## config.mk

```make
export PLATFORM = sky130hd
export DESIGN_NAME = tks_ctrl
export DESIGN_NICKNAME = d
export VERILOG_FILES = /design/src/hdl/tks_pkg.sv /design/src/hdl/tks_ctrl.sv
export SDC_FILE = /design/constraint.sdc
export NUM_CORES = 1
export LEC_CHECK = 0
export ABC_AREA = 1
export BUFFER_PORTS_ARGS = -buffer_cell sky130_fd_sc_hd__buf_4
export CAP_MARGIN = 10
export CORE_MARGIN = 10
export CORE_UTILIZATION = 44
export CTS_CLUSTER_SIZE = 14
export DETAILED_ROUTE_END_ITERATION = 8
export GPL_TIMING_DRIVEN = 1
export PLACE_DENSITY_LB_ADDON = 0.05
export SKIP_LAST_GASP = 1
export SLEW_MARGIN = 10
export SYNTH_ARGS = -nofsm -noshare
export SYNTH_HDL_FRONTEND = slang
export SYNTH_SLANG_ARGS = --single-unit
```

## constraint.sdc

```tcl
create_clock -name clk -period 5.4 [get_ports clk]
set_clock_uncertainty 0.05 [all_clocks]
set_input_delay 0.27 -clock clk [delete_from_list [all_inputs] [get_ports clk]]
set_output_delay 0.27 -clock clk [all_outputs]
set_load 0.01 [all_outputs]
```

## src/hdl/tks_pkg.sv

```systemverilog
// Shared types and helpers for the top-k smallest selector.
// No dependencies; used by tks_ctrl, tks_datapath and top_k_smallest_selector.
`default_nettype none

package tks_pkg;

  localparam int DIST_W  = 32;
  localparam int ID_W    = 32;
  localparam int KEEP_W  = 7;
  localparam int RANK_W  = 6;
  localparam int IN_DW   = 64;
  localparam int OUT_DW  = 72;

  localparam logic [KEEP_W-1:0] KEEP_RST = 7'd10;

  localparam logic KIND_CAND   = 1'b0;
  localparam logic KIND_FINISH = 1'b1;

  typedef struct packed {
    logic [ID_W-1:0]   id;
    logic [DIST_W-1:0] distance;
  } entry_t;

  // Command from controller to datapath.
  typedef struct packed {
    logic ins;  // sorted insert of the input entry
    logic pop;  // shift the chain toward rank 0
  } dp_cmd_t;

  // Status from datapath to controller.
  typedef struct packed {
    logic repl_ok;  // input distance below the largest held entry's distance
  } dp_sts_t;

  typedef enum logic [1:0] {
    ST_IDLE = 2'b01,
    ST_EMIT = 2'b10
  } state_t;

  // Pair order: signed distance first, then unsigned id.
  function automatic logic pair_less(entry_t a, entry_t b);
    logic dl;
    dl = $signed(a.distance) < $signed(b.distance);
    return dl || ((a.distance == b.distance) && (a.id < b.id));
  endfunction

endpackage

`default_nettype wire

```

## src/hdl/tks_ctrl.sv

```systemverilog
// Controller for the top-k selector: keep register, fill count, emit sequencing.
// Depends on tks_pkg.
`default_nettype none

module tks_ctrl #(
  parameter int MAX_KEEP = 64,
  parameter int CNT_W    = $clog2(MAX_KEEP + 1),
  parameter int IDX_W    = (MAX_KEEP > 1) ? $clog2(MAX_KEEP) : 1
) (
  input  wire                          clk,
  input  wire                          rst_n,
  input  wire                          cfg_wr_en,
  input  wire  [tks_pkg::KEEP_W-1:0]   cfg_wr_data,
  input  wire                          in_tvalid,
  output logic                         in_tready,
  input  wire                          in_kind,
  output logic                         out_tvalid,
  input  wire                          out_tready,
  output logic                         out_last,
  output logic [IDX_W-1:0]             out_rank,
  input  tks_pkg::dp_sts_t             sts,
  output tks_pkg::dp_cmd_t             cmd,
  output logic [CNT_W-1:0]             count
);

  tks_pkg::state_t             state_r, state_nxt;
  logic [CNT_W-1:0]            count_r, count_nxt;
  logic [IDX_W-1:0]            rank_r, rank_nxt;
  logic [tks_pkg::KEEP_W-1:0]  keep_r;
  logic [tks_pkg::KEEP_W-1:0]  k_eff;
  logic                        below_k;
  logic                        in_acc;
  logic                        out_acc;

  assign k_eff   = (keep_r > tks_pkg::KEEP_W'(MAX_KEEP)) ?
                   tks_pkg::KEEP_W'(MAX_KEEP) : keep_r;
  assign below_k = tks_pkg::KEEP_W'(count_r) < k_eff;

  assign in_tready  = state_r == tks_pkg::ST_IDLE;
  assign out_tvalid = state_r == tks_pkg::ST_EMIT;
  assign in_acc     = in_tvalid && in_tready;
  assign out_acc    = out_tvalid && out_tready;
  assign out_last   = count_r == CNT_W'(1);
  assign out_rank   = rank_r;
  assign count      = count_r;

  always_comb begin
    state_nxt = state_r;
    count_nxt = count_r;
    rank_nxt  = rank_r;
    cmd       = '0;
    unique case (state_r)
      tks_pkg::ST_IDLE: begin
        if (in_acc) begin
          if (in_kind == tks_pkg::KIND_CAND) begin
            cmd.ins = below_k || sts.repl_ok;
            if (below_k) begin
              count_nxt = count_r + CNT_W'(1);
            end
          end else if (count_r != '0) begin
            state_nxt = tks_pkg::ST_EMIT;
            rank_nxt  = '0;
          end
        end
      end
      tks_pkg::ST_EMIT: begin
        if (out_acc) begin
          cmd.pop   = 1'b1;
          count_nxt = count_r - CNT_W'(1);
          rank_nxt  = rank_r + IDX_W'(1);
          if (out_last) begin
            state_nxt = tks_pkg::ST_IDLE;
          end
        end
      end
      default: begin
        state_nxt = tks_pkg::ST_IDLE;
      end
    endcase
  end

  always_ff @(posedge clk) begin
    if (!rst_n) begin
      state_r <= tks_pkg::ST_IDLE;
      count_r <= '0;
      rank_r  <= '0;
      keep_r  <= tks_pkg::KEEP_RST;
    end else begin
      state_r <= state_nxt;
      count_r <= count_nxt;
      rank_r  <= rank_nxt;
      if (cfg_wr_en) begin
        keep_r <= cfg_wr_data;
      end
    end
  end

endmodule

`default_nettype wire

```

# == Yosys cells after proc, flatten, opt, wreduce, memory -nomap -nowiden ==
# Cells that the tools add are included.
# Widths: inputs -> output; s select.
# totals
register_bits,22
latchBits,0
ram_bits,0
rom_bits,0
inputBits,14
out_inout_bits,18
wordCells,49
mem_count,0
# op_classes
n_addsub,3
multipliers,0
n_div,0
order_cmp,2
eq_ne,10
n_shift,0
n_mux,22
n_bitwise,0
reduce_logical,8
# ops
op,count
$mux 7,5
$mux 6,4
$reduce_and 5->1,3
$pmux 7 s2,1
$ne 2x1->1 const B,6
$pmux 6 s2,1
$mux 2,5
$add 7x1->7 const B,1
$eq 7x1->1 const B,1
$gt 7x7->1 const B,1
$lt 7x7->1,1
$reduce_bool 7->1,1
$sub 7x1->7 const B,1
$add 6x1->6 const B,1
$mux 1,5
$pmux 2 s2,1
$eq 2x1->1 const B,1
$eq 2x2->1 const B,1
$logic_and 1x1->1,2
$ne 2x2->1 const B,1
$reduce_bool 2->1,1
$logic_or 1x1->1,1

# == Logic depth before layout (Yosys ltp) ==
# depth
word_depth,7
depth_mapped,17
ltp_nobuf,16

# == Worst setup path after synthesis ==
# No wires, ideal clock.
# synth_timing
path_kind,reg-to-reg
from,register keep_r[4] (netlist bit)
to,register count_r[2] (netlist: count[2])
setup_ps,110
arrival_time_ps,1769
required_ps,5240
slack_ps,3471
path_stages_with_launch,15
path_buffers,1
period_less_slack_ps,1929
cell_sequence,dfxtp_1 -> nor2_1 -> nand3_2 -> nand2_4 -> nand2_1 -> ha_1 -> a21oi_1 -> nor2_1 -> a211oi_4 -> nand3_2 -> nand2_2 -> buf_6 -> nand4_1 -> nand2_1 -> nor2_1
# synth_between
elab_chain_cells,5
# synth_rtl
element,line,source
from (decl),tks_ctrl.sv:29,logic [tks_pkg::KEEP_W-1:0] keep_r;
from (signal assigned),tks_ctrl.sv:87,keep_r <= tks_pkg::KEEP_RST;
from (signal assigned),tks_ctrl.sv:93,keep_r <= cfg_wr_data;
$gt 7x7->1,tks_ctrl.sv:35,assign k_eff = (keep_r > tks_pkg::KEEP_W'(MAX_KEEP)) ?
$mux 7 (*),tks_ctrl.sv:35,
$lt 7x7->1 (*),tks_ctrl.sv:37,assign below_k = tks_pkg::KEEP_W'(count_r) < k_eff;
$ne 2x1->1 (no source line) (*),-,
$reduce_and 5->1 (no source line) (*),-,
to (signal assigned),tks_ctrl.sv:90,count_r <= count_nxt;
to (decl),tks_ctrl.sv:27,"logic [CNT_W-1:0] count_r, count_nxt;"
# Mark *: on every way between the ends. The rest lies on a longest branch, timed or not.
# A chain may end at the register's enable or synchronous reset.

==> flow_metrics.py <==
metrics = {
    "clock_tree": {
        "cts_tree": "built",
        "clock_sinks": 22,
        "cts_buffers": 3,
        "clkLatencyLatePin_ns": 0.31,
        "h-tree-depth": 1,
        "post_cts_resized": 0,
        "root_buffer": "clkbuf_4",
        "cts_setup_buffers": 0,
        "clkSlewWorstSetupHoldPaths_ns": 0.13,
        "cts_hold_buf": 0,
        "max-clock-path-buffers": 2,
    },
    "hold_path": {
        "min_path_type": "in2reg",
    },
    "placement": {
        "gp_congestion": 0.844,
        "place_area_sq_um": 1720,
        "numPortBuffers": 31,
        "hpwlAfterDp_mm": 2.69,
        "dp_slack_ns": 3.24,
    },
    "power": {
        "power.density_nw_per_um2": 244,
        "p_leak_nw": 0.876,
        "ir_drop_mv": 0.125,
    },
    "timing": {
        "slew_viol_final": 0,
        "min_period_over_period_pct": 44.2,
        "rsz0062_at_grt": "false",
        "fin_crit_ns": 2.39,
        "finalSetupViolCount": 0,
        "relSlewSlack_pct": 62.8,
        "worst_pin_slew_ns": 0.557,
        "fin_hold_ws_ns": 0.101,
        "hold_violations": 0,
        "finalSetupTns_ns": 0,
        "fmax_ghz": 0.419,
        "fin_ws_ns": 3.01,
    },
    "grt": {
        "grt_pass1_wl_mm": 6.01,
        "grt_pass1_vias": 1319,
        "grt_max_degree": 18,
        "antenna_found_initial": 0,
        "gr-usage-all-layers_pct": 11.6,
        "grt_overflow": 0,
    },
    "layout": {
        "final_core_util_pct": 56.8,
        "fill_cells": 317,
        "drive_above_1_share_pct": 24.6,
        "antennaDiodeCount": 0,
        "syn_to_final_growth_pct": 20.9,
        "fin_nets": 266,
        "fin_area_sq_um": 1780,
    },
    "route": {
        "vias_per_cell": 4.89,
        "num_vias": 1389,
        "drt_iter0_drc": 68,
        "wl_mm": 3.35,
        "drt.antenna.violating_nets": 0,
        "detail_route.wl_per_cell_microns": 11.8,
        "first_pass_iters": 4,
        "drc": 0,
    },
    "worst_setup_path": {
        "end_kind": "output port",
        "arrival_ns": 2.07,
        "cp_max_fo": 6,
        "critPathKind": "reg2out",
        "required_ns": 5.08,
        "start_kind": "flop",
    },
    "status": {
        "outcome": "completed",
    },
    "synthesis": {
        "netlist_top_cells_area": "dfxtp_1 (30%), nand2_1 (9.5%), ha_1 (9.4%)",
        "yosysTopAreaCellShare_pct": 30.0,
        "synth_common_cells": "nand2_1 (37), inv_1 (30), nor2_1 (26), dfxtp_1 (22), nand3_1 (18)",
        "syn_inst": 209,
        "synth_top_area_cell": "dfxtp_1",
        "ys_ff_latch": 22,
        "syn-mean-instance-area_sq_um": 7.03,
        "yosysSeqAreaShare_pct": 30.0,
        "netlist_area_sq_um": 1470,
        "yosys_warnings": 0,
        "synth_nets": 234,
        "synth-main-ff-cell": "dfxtp_1",
        "synth_most_common_cell": "nand2_1",
        "async_reset_ff_share_pct": 0,
        "synth-edff-count": 0,
        "yosysUniqueCellTypes": 28,
    },
    "floorplanning": {
        "rows": 20,
        "die_h_microns": 77.8,
        "pin_count": 32,
        "die_area_sq_um": 6050,
        "die_w_microns": 77.8,
        "start_util_pct": 47.0,
        "core_sq_um": 3130,
    },
    "run": {
        "maxCapViolCount": 0,
    },
}
==> path summary, 6_finish.rpt <==
path                                     start   endpoint  slack, ns  depth (start not counted)
worst max-delay path                 keep_r[4]     cmd[1]       3.01                         11
worst min register to register       keep_r[0]  keep_r[0]       0.44                          2
worst min-delay path            cfg_wr_data[3]  keep_r[3]       0.10                          3
worst max register to register       keep_r[4]   count[5]       3.19                         14
==> report_power, final <==
| part | switching, mW | internal [mW] |
|---|---|---|
| clock network | 0.0546 | 0.0750 |
| logic | 0.0722 | 0.0477 |
| registers | 0.0112 | 0.172 |
| total | 0.138 | 0.295 |
==> state kept, by name, indices dropped and copies added, names as in the netlist <==
signal and count:
out_rank 6, keep_r 7, state_r 2, count 7
==> cell usage in the layout (no fill, tap or decap), types with 5 or more instances in the layout <==
cell and instances:
a21oi_1 10, buf_4 31, dfxtp_1 22, ha_1 11, inv_1 30, inv_2 5, nand2_1 37, nand3_1 18
nand3_2 5, nand4_1 9, nor2_1 26, o21ai_0 10
==> through the flow <==
step	power, mW	cells
after floorplan	0.272	209
after global placement	0.305	280
after detailed placement	0.307	280
after CTS	0.437	284
after global routing	0.464	284
final	0.433	284
==> worst max-delay path, stage by stage (launching register included) <==
cell and delay (ns):
dfxtp_1 0.35, nor2_1 0.13, nand3_2 0.11, nand2_4 0.10
nand2_1 0.05, ha_1 0.29, a21oi_1 0.15, nor2_1 0.08
a211oi_4 0.18, a21oi_1 0.11, nor2_1 0.09, buf_4 0.13
==> final cells by class <==
| type | count | area, sq um | share of cell area [%] |
|---|---|---|---|
| tap | 44 | 55.1 | 3.10 |
| inverter | 37 | 140 | 7.89 |
| timing repair buffer | 31 | 233 | 13.1 |
| multi-input combinational | 146 | 855 | 48.1 |
| clock inverter | 1 | 30.0 | 1.69 |
| clock buffer | 3 | 22.5 | 1.27 |
| sequential | 22 | 440 | 24.8 |
==> layer usage <==
metal	share of wire, %	GRT usage, %
met5	0	0
met3	5.9	3.00
met4	1.7	4.01
met2	45	18.4
met1	48	14.9
==> kinds of logic (layout without fill, tap and decap cells) <==
| family | after synthesis | after routing | share of synthesized area (%) |
|---|---|---|---|
| AOI/OAI and AO/OA | 25 | 25 | 10.9 |
| xor gates and xnor gates | 3 | 3 | 1.79 |
| adders and majority gates | 11 | 11 | 9.37 |
| buffers and inverters | 41 | 72 | 11.8 |
| DFF | 22 | 22 | 30.0 |
| and+or+nand+nor | 107 | 107 | 36.1 |
No activity file was read; power rests on OpenSTA's default activity.
